[config.mk]
export PLATFORM = sky130hd
export DESIGN_NAME = bitmap_block_allocator
export DESIGN_NICKNAME = d
export VERILOG_FILES = /design/src/rtl/bba_pkg.sv /design/src/rtl/bba_ram.sv /design/src/rtl/bitmap_block_allocator.sv
export SDC_FILE = /design/constraint.sdc
export NUM_CORES = 1
export LEC_CHECK = 0
export ABC_AREA = 1
export BUFFER_PORTS_ARGS = -buffer_cell sky130_fd_sc_hd__buf_2
export CAP_MARGIN = 20
export CORE_MARGIN = 1
export CORE_UTILIZATION = 35
export CTS_CLUSTER_SIZE = 25
export DETAILED_ROUTE_END_ITERATION = 10
export PLACE_DENSITY_LB_ADDON = 0.3
export RECOVER_POWER = 25
export SYNTH_ARGS = -nofsm -noshare
export SYNTH_HDL_FRONTEND = slang
export SYNTH_SLANG_ARGS = --single-unit
[constraint.sdc]
create_clock -name clock -period 6.3 [get_ports clock]
set_input_delay 1.26 -clock clock [delete_from_list [all_inputs] [get_ports clock]]
set_output_delay 1.26 -clock clock [all_outputs]
set_load 0.005 [all_outputs]
[src/rtl/bba_pkg.sv]
// Shared constants, types and helper functions of the bitmap block allocator.
package bba_pkg;

   localparam int NUM_BLOCKS    = 1024;
   localparam int MAP_WORD_BITS = 32;
   localparam int MAP_WORDS     = (NUM_BLOCKS + MAP_WORD_BITS - 1) / MAP_WORD_BITS;
   localparam int WORD_AW       = (MAP_WORDS > 1) ? $clog2(MAP_WORDS) : 1;
   localparam int BIT_W         = $clog2(MAP_WORD_BITS);
   localparam int BLK_W         = $clog2(MAP_WORDS * MAP_WORD_BITS);
   localparam int PAD_BITS      = MAP_WORDS * MAP_WORD_BITS - NUM_BLOCKS;

   localparam int IDX_W       = 10;
   localparam int STATUS_W    = 2;
   localparam int CMD_W       = 1;
   localparam int REQ_TDATA_W = ((IDX_W + 7) / 8) * 8;
   localparam int RSP_TDATA_W = ((IDX_W + 7) / 8) * 8;

   localparam logic [WORD_AW-1:0] LAST_WORD = WORD_AW'(MAP_WORDS - 1);

   localparam logic [MAP_WORD_BITS-1:0] LAST_PAD_MASK =
      ~({MAP_WORD_BITS{1'b1}} >> PAD_BITS);

   localparam logic [CMD_W-1:0] CMD_ALLOC = 1'b0;
   localparam logic [CMD_W-1:0] CMD_FREE  = 1'b1;

   localparam logic [STATUS_W-1:0] STATUS_OK    = 2'd0;
   localparam logic [STATUS_W-1:0] STATUS_FULL  = 2'd1;
   localparam logic [STATUS_W-1:0] STATUS_RANGE = 2'd2;

   typedef struct packed {
      logic             found;
      logic [BIT_W-1:0] bit_idx;
   } first_zero_type;

   function automatic first_zero_type first_zero(input logic [MAP_WORD_BITS-1:0] word);
      first_zero_type r;
      r.found   = 1'b0;
      r.bit_idx = '0;
      for (int i = MAP_WORD_BITS - 1; i >= 0; i--) begin
         if (!word[i]) begin
            r.found   = 1'b1;
            r.bit_idx = BIT_W'(i);
         end
      end
      return r;
   endfunction

   function automatic logic [MAP_WORD_BITS-1:0] reset_word(input logic [WORD_AW-1:0] addr);
      return (addr == '0) ? MAP_WORD_BITS'(1) : '0;
   endfunction

endpackage

[src/rtl/bba_ram.sv]
// Generic single-write, single-read RAM with registered read data.
module bba_ram #(
   parameter int DATA_W = 32,
   parameter int DEPTH  = 32
) (
   input  logic                                   clock,
   input  logic                                   wr_en,
   input  logic [((DEPTH > 1) ? $clog2(DEPTH) : 1)-1:0] wr_addr,
   input  logic [DATA_W-1:0]                      wr_data,
   input  logic [((DEPTH > 1) ? $clog2(DEPTH) : 1)-1:0] rd_addr,
   output logic [DATA_W-1:0]                      rd_data
);

   logic [DATA_W-1:0] mem_ff [DEPTH];
   logic [DATA_W-1:0] rd_data_ff;

   always_ff @(posedge clock) begin
      if (wr_en) begin
         mem_ff[wr_addr] <= wr_data;
      end
      rd_data_ff <= mem_ff[rd_addr];
   end

   assign rd_data = rd_data_ff;

endmodule

[src/rtl/bitmap_block_allocator.sv]
// Top level of the first-fit bitmap block allocator.
// Allocate: scan from word 0 to the first word with a free bit (full: all words), then write.
// Free: read, then write back; out of range: no map access. One request in flight at a time.
// Next request accepted the cycle after the result loads; the word-per-cycle scan sets the rate.
// Reset is synchronous, active high; per-word valid bits make the map read as all zero
// except block 0, with no clearing pass.
module bitmap_block_allocator (
   input  logic                               clock,
   input  logic                               reset,
   input  logic                               req_tvalid,
   output logic                               req_tready,
   input  logic [bba_pkg::REQ_TDATA_W-1:0]    req_tdata,  // [9:0] block_index
   input  logic [bba_pkg::CMD_W-1:0]          req_tuser,  // [0] cmd
   output logic                               rsp_tvalid,
   input  logic                               rsp_tready,
   output logic [bba_pkg::RSP_TDATA_W-1:0]    rsp_tdata,  // [9:0] granted_index
   output logic [bba_pkg::STATUS_W-1:0]       rsp_tuser   // [1:0] status
);

   localparam logic [2:0] S_IDLE     = 3'd0;
   localparam logic [2:0] S_SCAN     = 3'd1;
   localparam logic [2:0] S_ALLOC_WR = 3'd2;
   localparam logic [2:0] S_FREE_RD  = 3'd3;
   localparam logic [2:0] S_FREE_WR  = 3'd4;
   localparam logic [2:0] S_DONE     = 3'd5;

   localparam int WB = bba_pkg::MAP_WORD_BITS;
   localparam int AW = bba_pkg::WORD_AW;

   logic [2:0]                    state_ff, state_in;
   logic [bba_pkg::MAP_WORDS-1:0] valid_ff, valid_in;
   logic [AW-1:0]                 scan_addr_ff, scan_addr_in;
   logic                          chk_ff, chk_in;
   logic [AW-1:0]                 chk_addr_ff, chk_addr_in;
   logic [AW-1:0]                 op_addr_ff, op_addr_in;
   logic [bba_pkg::BIT_W-1:0]     op_bit_ff, op_bit_in;
   logic [WB-1:0]                 alloc_word_ff, alloc_word_in;
   logic [WB-1:0]                 alloc_mask_ff, alloc_mask_in;
   logic [bba_pkg::IDX_W-1:0]     res_idx_ff, res_idx_in;
   logic [bba_pkg::STATUS_W-1:0]  res_status_ff, res_status_in;
   logic                          rsp_tvalid_ff, rsp_tvalid_in;
   logic [bba_pkg::IDX_W-1:0]     rsp_idx_ff, rsp_idx_in;
   logic [bba_pkg::STATUS_W-1:0]  rsp_status_ff, rsp_status_in;

   logic [bba_pkg::IDX_W-1:0]     req_idx;
   logic [bba_pkg::CMD_W-1:0]     req_cmd;
   logic                          req_fire;
   logic                          req_in_range;

   logic                          ram_we;
   logic [AW-1:0]                 ram_wr_addr;
   logic [WB-1:0]                 ram_wr_data;
   logic [AW-1:0]                 ram_rd_addr;
   logic [WB-1:0]                 ram_rd_data;

   logic [AW-1:0]                 eff_addr;
   logic [WB-1:0]                 eff_word;
   logic [WB-1:0]                 scan_word;
   bba_pkg::first_zero_type       fz;
   logic [bba_pkg::BLK_W-1:0]     grant_blk;

   assign req_idx      = req_tdata[bba_pkg::IDX_W-1:0];
   assign req_cmd      = req_tuser;
   assign req_tready   = (state_ff == S_IDLE);
   assign req_fire     = req_tvalid && req_tready;
   assign req_in_range = 32'(req_idx) < 32'(bba_pkg::NUM_BLOCKS);

   assign ram_rd_addr = (state_ff == S_SCAN) ? scan_addr_ff : op_addr_ff;
   assign eff_addr    = (state_ff == S_SCAN) ? chk_addr_ff : op_addr_ff;
   assign eff_word    = valid_ff[eff_addr] ? ram_rd_data : bba_pkg::reset_word(eff_addr);
   assign scan_word   = (chk_addr_ff == bba_pkg::LAST_WORD) ?
                        (eff_word | bba_pkg::LAST_PAD_MASK) : eff_word;
   assign fz          = bba_pkg::first_zero(scan_word);
   assign grant_blk   = bba_pkg::BLK_W'(chk_addr_ff) * bba_pkg::BLK_W'(WB)
                        + bba_pkg::BLK_W'(fz.bit_idx);

   always_comb begin
      state_in      = state_ff;
      valid_in      = valid_ff;
      scan_addr_in  = scan_addr_ff;
      chk_in        = chk_ff;
      chk_addr_in   = chk_addr_ff;
      op_addr_in    = op_addr_ff;
      op_bit_in     = op_bit_ff;
      alloc_word_in = alloc_word_ff;
      alloc_mask_in = alloc_mask_ff;
      res_idx_in    = res_idx_ff;
      res_status_in = res_status_ff;
      rsp_tvalid_in = rsp_tvalid_ff && !rsp_tready;
      rsp_idx_in    = rsp_idx_ff;
      rsp_status_in = rsp_status_ff;
      ram_we        = 1'b0;
      ram_wr_addr   = op_addr_ff;
      ram_wr_data   = alloc_word_ff | alloc_mask_ff;

      case (state_ff)
         S_IDLE: begin
            if (req_fire) begin
               if (req_cmd == bba_pkg::CMD_ALLOC) begin
                  scan_addr_in = '0;
                  chk_in       = 1'b0;
                  state_in     = S_SCAN;
               end else if (req_in_range) begin
                  op_addr_in = AW'(req_idx / bba_pkg::MAP_WORD_BITS);
                  op_bit_in  = bba_pkg::BIT_W'(req_idx % bba_pkg::MAP_WORD_BITS);
                  state_in   = S_FREE_RD;
               end else begin
                  res_idx_in    = '0;
                  res_status_in = bba_pkg::STATUS_RANGE;
                  state_in      = S_DONE;
               end
            end
         end
         S_SCAN: begin
            if (chk_ff && fz.found) begin
               alloc_word_in = eff_word;
               alloc_mask_in = {{(WB-1){1'b0}}, 1'b1} << fz.bit_idx;
               op_addr_in    = chk_addr_ff;
               res_idx_in    = bba_pkg::IDX_W'(grant_blk);
               res_status_in = bba_pkg::STATUS_OK;
               state_in      = S_ALLOC_WR;
            end else if (chk_ff && (chk_addr_ff == bba_pkg::LAST_WORD)) begin
               res_idx_in    = '0;
               res_status_in = bba_pkg::STATUS_FULL;
               state_in      = S_DONE;
            end else begin
               chk_in      = 1'b1;
               chk_addr_in = scan_addr_ff;
               if (scan_addr_ff != bba_pkg::LAST_WORD) begin
                  scan_addr_in = scan_addr_ff + AW'(1);
               end
            end
         end
         S_ALLOC_WR: begin
            ram_we               = 1'b1;
            valid_in[op_addr_ff] = 1'b1;
            state_in             = S_DONE;
         end
         S_FREE_RD: begin
            state_in = S_FREE_WR;
         end
         S_FREE_WR: begin
            ram_we               = 1'b1;
            ram_wr_data          = eff_word & ~({{(WB-1){1'b0}}, 1'b1} << op_bit_ff);
            valid_in[op_addr_ff] = 1'b1;
            res_idx_in           = '0;
            res_status_in        = bba_pkg::STATUS_OK;
            state_in             = S_DONE;
         end
         S_DONE: begin
            if (!rsp_tvalid_ff || rsp_tready) begin
               rsp_tvalid_in = 1'b1;
               rsp_idx_in    = res_idx_ff;
               rsp_status_in = res_status_ff;
               state_in      = S_IDLE;
            end
         end
         default: begin
            state_in = S_IDLE;
         end
      endcase
   end

   always_ff @(posedge clock) begin
      if (reset) begin
         state_ff      <= S_IDLE;
         valid_ff      <= '0;
         chk_ff        <= 1'b0;
         rsp_tvalid_ff <= 1'b0;
      end else begin
         state_ff      <= state_in;
         valid_ff      <= valid_in;
         chk_ff        <= chk_in;
         rsp_tvalid_ff <= rsp_tvalid_in;
      end
      scan_addr_ff  <= scan_addr_in;
      chk_addr_ff   <= chk_addr_in;
      op_addr_ff    <= op_addr_in;
      op_bit_ff     <= op_bit_in;
      alloc_word_ff <= alloc_word_in;
      alloc_mask_ff <= alloc_mask_in;
      res_idx_ff    <= res_idx_in;
      res_status_ff <= res_status_in;
      rsp_idx_ff    <= rsp_idx_in;
      rsp_status_ff <= rsp_status_in;
   end

   bba_ram #(
      .DATA_W (WB),
      .DEPTH  (bba_pkg::MAP_WORDS)
   ) u_map_ram (
      .clock   (clock),
      .wr_en   (ram_we),
      .wr_addr (ram_wr_addr),
      .wr_data (ram_wr_data),
      .rd_addr (ram_rd_addr),
      .rd_data (ram_rd_data)
   );

   assign rsp_tvalid = rsp_tvalid_ff;
   assign rsp_tdata  = bba_pkg::RSP_TDATA_W'(rsp_idx_ff);
   assign rsp_tuser  = rsp_status_ff;

   a_alloc_sets_free_bit: assert property (@(posedge clock) disable iff (reset)
      (state_ff == S_ALLOC_WR) |->
         ($onehot(alloc_mask_ff) && ((alloc_word_ff & alloc_mask_ff) == '0)))
      else $error("allocation marks a bit that is not a single free bit");

   a_fail_grant_zero: assert property (@(posedge clock) disable iff (reset)
      (rsp_tvalid && (rsp_tuser != bba_pkg::STATUS_OK)) |->
         (rsp_tdata[bba_pkg::IDX_W-1:0] == '0))
      else $error("failed request carries a nonzero index");

   a_status_code: assert property (@(posedge clock) disable iff (reset)
      rsp_tvalid |-> (rsp_tuser == bba_pkg::STATUS_OK || rsp_tuser == bba_pkg::STATUS_FULL
                      || rsp_tuser == bba_pkg::STATUS_RANGE))
      else $error("undefined status code");

   a_write_only_in_update: assert property (@(posedge clock) disable iff (reset)
      ram_we |-> (state_ff == S_ALLOC_WR || state_ff == S_FREE_WR))
      else $error("map write outside an update step");

   a_scan_order: assert property (@(posedge clock) disable iff (reset)
      (state_ff == S_SCAN && chk_ff) |-> (chk_addr_ff <= scan_addr_ff))
      else $error("scan check runs ahead of the read address");

endmodule

# Word-level counts from Yosys, hierarchy flattened
# Memory sizes are Yosys's and may differ from the RTL's. A register that Yosys moved wholly into a read port is not among the register bits.
# Cells that the tools add are included.
op_classes:
  shift: 2
  add_sub_neg: 2
  bitwise: 6
  magnitude_cmp: 3
  reduce_logical: 22
  n_eq_ne: 16
  muxes: 73
ops:
  columns: ["cell", "count"]
  rows:
  - ["2-to-1 mux 6 bit", 32]
  - ["2-to-1 mux 32 bit", 2]
  - ["OR 32 bit", 2]
  - ["<< shifter 1 x 5 -> 32 bit (first input constant)", 2]
  - ["2-to-1 mux 5 bit", 10]
  - ["AND 32 bit", 1]
  - ["inverter 32 bit", 1]
  - ["2-to-1 mux 10 bit", 2]
  - ["case mux 10 bit (2 select lines)", 1]
  - ["case mux 5 bit (2 select lines)", 2]
  - ["case mux 3 bit (5 select lines)", 1]
  - ["< comparator 5 x 6 -> 1 bit (second input constant)", 2]
  - ["2-to-1 mux 1 bit", 12]
  - ["2-to-1 mux 3 bit", 4]
  - ["adder 10 x 5 -> 10 bit", 1]
  - ["AND reduction 3 bit", 3]
  - ["inequality test 2 x 1 -> 1 bit (second input constant)", 4]
  - ["inequality test 2 bit (second input constant)", 4]
  - ["== test 3 x 2 -> 1 bit (second input constant)", 2]
  - ["== test 3 bit (second input constant)", 2]
  - ["2-to-1 mux 2 bit", 3]
  - ["AND reduction 2 bit", 3]
  - ["AND reduction 6 bit", 1]
  - ["adder 5 x 1 -> 5 bit (second input constant)", 1]
  - ["other kinds (19)", 26]
word_totals:
  elab_cells: 139
  register_bits: 145
  n_memories: 1
  ram_bits: 1024
  inputBits: 21
  output_inout_bits: 20
mem_list:
  columns: ["name", "depth", "word_bits", "read_ports", "rd_ports_with_merged_regs", "wr", "line", "rtl"]
  rows:
  - ["u_map_ram.mem_ff", 32, 32, 1, 1, 1, "bba_ram.sv:14", "logic [DATA_W-1:0] mem_ff [DEPTH];"]

# Depth between registers and ports, before layout
depth:
  depth_word: 40
  depth_mapped: 35

# Modules after synthesis
# A second synthesis with hierarchy kept.
hier_totals:
  cells_unflattened: 4335
  hier_area_um2: 49431.2
modules_own_cells:
  columns: ["module", "seq_area_each_um2", "area_each_um2", "cells_per_inst", "n_inst"]
  rows:
  - ["bba_ram", 31390.1, 42405.7, 3536, 1]
  - ["bitmap_block_allocator", 3923.8, 7025.5, 799, 1]

# Worst setup path before layout
# No wires, ideal clock.
synth_path:
  path_type: "register to register"
  start: "register state_ff[2]"
  end: "register alloc_mask_ff[0], enable pin"
  period_less_slack_ns: 5.436
  arrival_time_ns: 4.950
  path_stages_with_launch: 26
  path_buffers: 3
  setup_slack_ns: 0.864
  path_cell_list: "dfxtp_1 -> nor2_4 -> nand2_2 -> buf_6 -> nand2_2 -> nand2_2 -> buf_6 -> nand2_1 -> nand3_1 -> nand2_1 -> nand2_1 -> nand2_1 -> inv_1 -> nand2_1 -> nand2_2 -> nand2_4 -> inv_2 -> buf_6 -> nand2_1 -> nor2_1 -> nand2_1 -> inv_2 -> and3_1 -> inv_2 -> o21ai_4 -> nor2_1"
synth_between:
  elab_chain_len: 39
  elab_cells_between_ends: 41
  cone_classes: "eq/ne: 1; mux: 37; reduce/logical: 3"
synth_lines:
  columns: ["item", "line", "rtl"]
  rows:
  - ["start: declaration", "bitmap_block_allocator.sv:30", "logic [2:0] state_ff, state_in;"]
  - ["start signal: assignment", "bitmap_block_allocator.sv:171", "state_ff <= state_in;"]
  - ["== test 3 x 1 -> 1 bit *", "bitmap_block_allocator.sv:69, bitmap_block_allocator.sv:96", null]
  - ["2-to-1 mux 5 bit", "bitmap_block_allocator.sv:69", "assign eff_addr = (state_ff == S_SCAN) ? chk_addr_ff : op_addr_ff;"]
  - ["binary-select mux 1 bit (select 5 bit)", "bitmap_block_allocator.sv:70", "assign eff_word = valid_ff[eff_addr] ? ram_rd_data : bba_pkg::reset_word(eff_addr);"]
  - ["2-to-1 mux 1 bit (not written as such)", "bitmap_block_allocator.sv:70", null]
  - ["2-to-1 mux 32 bit", "bitmap_block_allocator.sv:70", null]
  - ["2-to-1 mux 6 bit (32 in a row)", "bba_pkg.sv:40", "if (!word[i]) begin"]
  - ["logical AND 1 bit", "bitmap_block_allocator.sv:115", "if (chk_ff && fz.found) begin"]
  - ["AND reduction 2 bit (no source line) *", null, null]
  - ["end signal: assignment", "bitmap_block_allocator.sv:181", "alloc_mask_ff <= alloc_mask_in;"]
  - ["end: declaration", "bitmap_block_allocator.sv:38", "logic [WB-1:0] alloc_mask_ff, alloc_mask_in;"]
# Every way passes the cells marked *; elsewhere a longest branch is shown, timed or not. The select of a mux whose other input is x is not followed.
# A chain may end at the register's enable or synchronous reset.

# Worst setup path in the final report
layout_path:
  start: "register state_ff[0]"
  end: "memory u_map_ram.mem_ff[31][20], enable pin"
layout_between:
  elab_chain_len: 5
  elab_cells_between_ends: 6
  cone_classes: "eq/ne: 2; mux: 3; reduce/logical: 1"
layout_lines:
  columns: ["item", "line", "rtl"]
  rows:
  - ["== test 3 bit or == test 3 x 2 -> 1 bit (tied branches)", "bitmap_block_allocator.sv:96", "case (state_ff)"]
  - ["OR reduction 2 bit (no source line) *", null, null]
  - ["2-to-1 mux 1 bit *", "bitmap_block_allocator.sv:96", null]
  - ["2-to-1 mux 1 bit *", "bba_ram.sv:18", "if (wr_en) begin"]
  - ["2-to-1 mux 1 bit (not written as such) *", "bba_ram.sv:19", "mem_ff[wr_addr] <= wr_data;"]
  - ["end: declaration", "bba_ram.sv:14", null]
# Every way passes the cells marked *; elsewhere a longest branch is shown, timed or not.

==> out/qor.txt <==
Unique masters post-synth -> 47
Fmax -> 189 MHz
Antenna viol nets, final -> 0
Final Skew -> 27.5 ps
Layout cells sized above 1 -> 9.56%
EDFF count, synth -> 1130
Pre-antenna DRT Iters -> 6
Post CTS Setup Buffer Count -> 0
Pin count of the biggest net entering global routing -> 205
Antenna violations before repair -> 2
Setup CP Type -> flop to flop
Hold Path Origin -> res_idx_ff[9]
Max-slew headroom -> -164%
DRC viols -> 0
Critical path launch point type -> flop
Starting Density -> 35.4%
PortBufs -> 27
Internal power -> 17.0 mW
Simple-Gate Fraction of Synth Area -> 9.74%
Hold Crit Endpoint -> rsp_idx_ff[9]
Slew @ Worst Pin -> 3960 ps
RR Endpoint -> u_map_ram.mem_ff[31][20]
Sw power -> 10.2 mW
CTS clock-pin slew for the worst setup and hold paths -> 60 ps
Post-synth top area cell -> edfxtp_1
Cells after synthesis -> 3609
Max clock buf depth -> 3
Part of the cycle the worst path needs -> 84.0%
Clk_lat worst skew -> 740 ps
Main combinational cell family by area after synthesis -> compound AO/OA/AOI/OAI gates
Crit-path max FO -> 24
Vias in the first global route -> 28500
Post-DP HPWL -> 70700 um
Number of vias per cell -> 5.50
Top cells by count, synth -> edfxtp_1 (1130), nor2_1 (851), o21ai_0 (353)
Count leader, synth -> edfxtp_1
Slew Limit Fails -> 492
I/O pin cnt -> 41
Layout Nets -> 3654
Post-synthesis adder-cell area fraction -> 0.0526%
Reg2Reg Depth -> 6
Switching Fraction -> 37.5%
Core area -> 0.134 mm^2
Clock share of power -> 27.0%
CTS tree -> built
Global-route wire length before repair -> 197000 um
Syn Std Cell Area -> 0.0475 mm^2
Yosys reg bits -> 1199
Routed WL -> 137000 um
Die H -> 371 um
Die width -> 371 um
XOR/XNOR share of the synthesized area -> 0.0184%
Final setup viols -> 0
Area share of the largest cell type after synthesis -> 71.4%
Fin util -> 40.4%
Most used DFF post-synth -> edfxtp_1
Via Count -> 30300
Required time of the critical path -> 6580 ps
FFs w/ async S/R, synth -> 0%
Failing checks -> max-capacitance violations, max-slew violations
Die area -> 0.137 mm^2
Layout area overhead -> 14.0%
Seq pwr share -> 38.5%
Critical path endpoint category -> flop
Filler cells -> 12400
Fin Setup TNS -> 0 ps
Total grt overflow -> 0
Reg2Reg Setup Slack -> 1010 ps
Sequential-to-total area share from yosys stat -> 74.3%
Compound-gate portion of the synthesized area -> 13.0%
Final Wtd Congestion -> 0.906
CTS sink cnt -> 1199
Max Cap Viol -> 31
Htree depth -> 4
Post-DR wirelength/cell -> 24.8 um
CTS Buf Count -> 130
WP data arrival -> 5570 ps
Cts hold-fix bufs -> 0
Hold Fails Final Rpt -> 0
Reg2reg start -> state_ff[0]
Comb power frac -> 34.4%
Cell chosen for the clock root -> clkbuf_16
RSZ-0062 raised after global routing -> no
Peak VDD IR -> 0.000403 V
Status -> complete, but fails checks
Mapped Avg Cell Area -> 13.2 um^2
Min Tclk post-route -> 5290 ps
Total track usage -> 19.7%
DR iter-0 viols -> 3194
Std-Cell Rows -> 134
Cell leakage power -> 17.3 nW
Mux contribution to synthesized area -> 0%
Worst min path class -> flop to flop
Top cells by area, synth -> edfxtp_1 (71%), nor2_1 (6.7%), o21ai_0 (3.7%)
CTS-repair resized insts -> 0
Ys Warns -> 0
Worst hold path depth -> 0
Power density over the cells -> 501 mW/mm^2
==> cell usage in the layout, fill, tap and decap left out, types with 4 or more instances in the layout <==
| cell | instances |
|---|---|
| o211a_1 | 4 |
| inv_1 | 83 |
| o21ai_4 | 4 |
| nand2_2 | 7 |
| conb_1 | 7 |
| clkinv_2 | 14 |
| clkbuf_1 | 67 |
| o21bai_1 | 155 |
| o21ai_2 | 25 |
| clkinv_1 | 18 |
| nand2_1 | 157 |
| o311ai_0 | 193 |
| dfxtp_1 | 69 |
| clkbuf_16 | 137 |
| buf_8 | 14 |
| a31oi_1 | 56 |
| nor3_1 | 52 |
| inv_6 | 5 |
| clkbuf_8 | 10 |
| nand4_1 | 11 |
| edfxtp_1 | 1130 |
| o211ai_1 | 59 |
| buf_4 | 62 |
| a311oi_1 | 4 |
| buf_12 | 11 |
| nor2_1 | 848 |
| o32ai_1 | 63 |
| o21ai_1 | 6 |
| o21ai_0 | 326 |
| buf_2 | 19 |
| nand3_2 | 6 |
| nor2_4 | 6 |
| inv_2 | 10 |
| a21oi_1 | 6 |
| nand3_1 | 54 |
==> worst max path at each step <==
stage                     start                       end
finish              state_ff[0]  u_map_ram.mem_ff[31][20]
global route        state_ff[2]         alloc_mask_ff[19]
CTS                 state_ff[2]         alloc_mask_ff[19]
detailed placement  state_ff[2]         alloc_mask_ff[19]
global placement    state_ff[2]         alloc_mask_ff[19]
floorplan           state_ff[2]          alloc_mask_ff[0]
==> critical path, cell delays in order (launching register included) <==
cell	delay (ps)
dfxtp_1	370
nor2_1	230
a21oi_1	120
nor4_1	210
inv_1	250
nor2_1	1430
clkbuf_1	2120
==> area by class of cell <==
type                       instances  area, um^2  area share (%)
clock inverter                    44         360           0.665
sequential                      1199       35300            65.2
multi-input combinational       2072       11100            20.5
antenna                            2        5.00         0.00923
inverter                          98         389           0.718
timing repair buffer             130        1100            2.02
clock buffer                     192        3730            6.89
tap                             1768        2210            4.08
==> routing by layer <==
| layer | vias to the layer above | share of wire, % | global-route usage [%] |
|---|---|---|---|
| li1 | 13600 | - | - |
| met1 | 15300 | 42 | 26.6 |
| met2 | 1149 | 48 | 32.2 |
| met3 | 232 | 6.9 | 3.03 |
| met4 | 2 | 3.0 | 6.85 |
| met5 | - | 0.014 | 0 |
==> state kept, by name, indices dropped and copies added, names as in the netlist, 5 cells and up <==
signal and cells:
op_addr_ff 5, valid_ff 32, u_map_ram.mem_ff 1024, alloc_mask_ff 32
scan_addr_ff 5, u_map_ram.rd_data 32, chk_addr_ff 5, op_bit_ff 5
res_idx_ff 10, rsp_idx_ff 10, alloc_word_ff 32
==> power groups by stage <==
stage | combinational (mW) | sequential (mW) | clock [mW]
after floorplan | 5.99 | 10.5 | 0
after global placement | 9.15 | 10.6 | 0
after detailed placement | 9.28 | 10.6 | 0
after CTS | 9.32 | 10.5 | 7.45
after global routing | 10.2 | 10.5 | 7.74
final | 9.34 | 10.5 | 7.34
==> cells by family (layout without fill, tap and decap cells) <==
| logic type | Yosys count | in the layout |
|---|---|---|
| compound gates | 909 | 909 |
| xor+xnor | 1 | 1 |
| fa+ha+maj | 2 | 2 |
| buf+inv | 344 | 464 |
| flops | 1199 | 1199 |
| other cells | 1 | 9 |
| simple gates | 1153 | 1153 |
==> through the flow <==
step	std cells	total power, mW	area (um^2)	hold WS (ps)	setup WS [ps]
floorplan	3615	16.5	47600	400	864
finish	5505	27.1	54200	473	1010
detailed placement	5255	19.9	50300	462	1570
global placement	5245	19.8	50100	451	1470
CTS	5491	27.2	54400	476	1510
global route	5504	28.5	54200	493	486
Note: power is estimated with default switching activity, not from simulation.
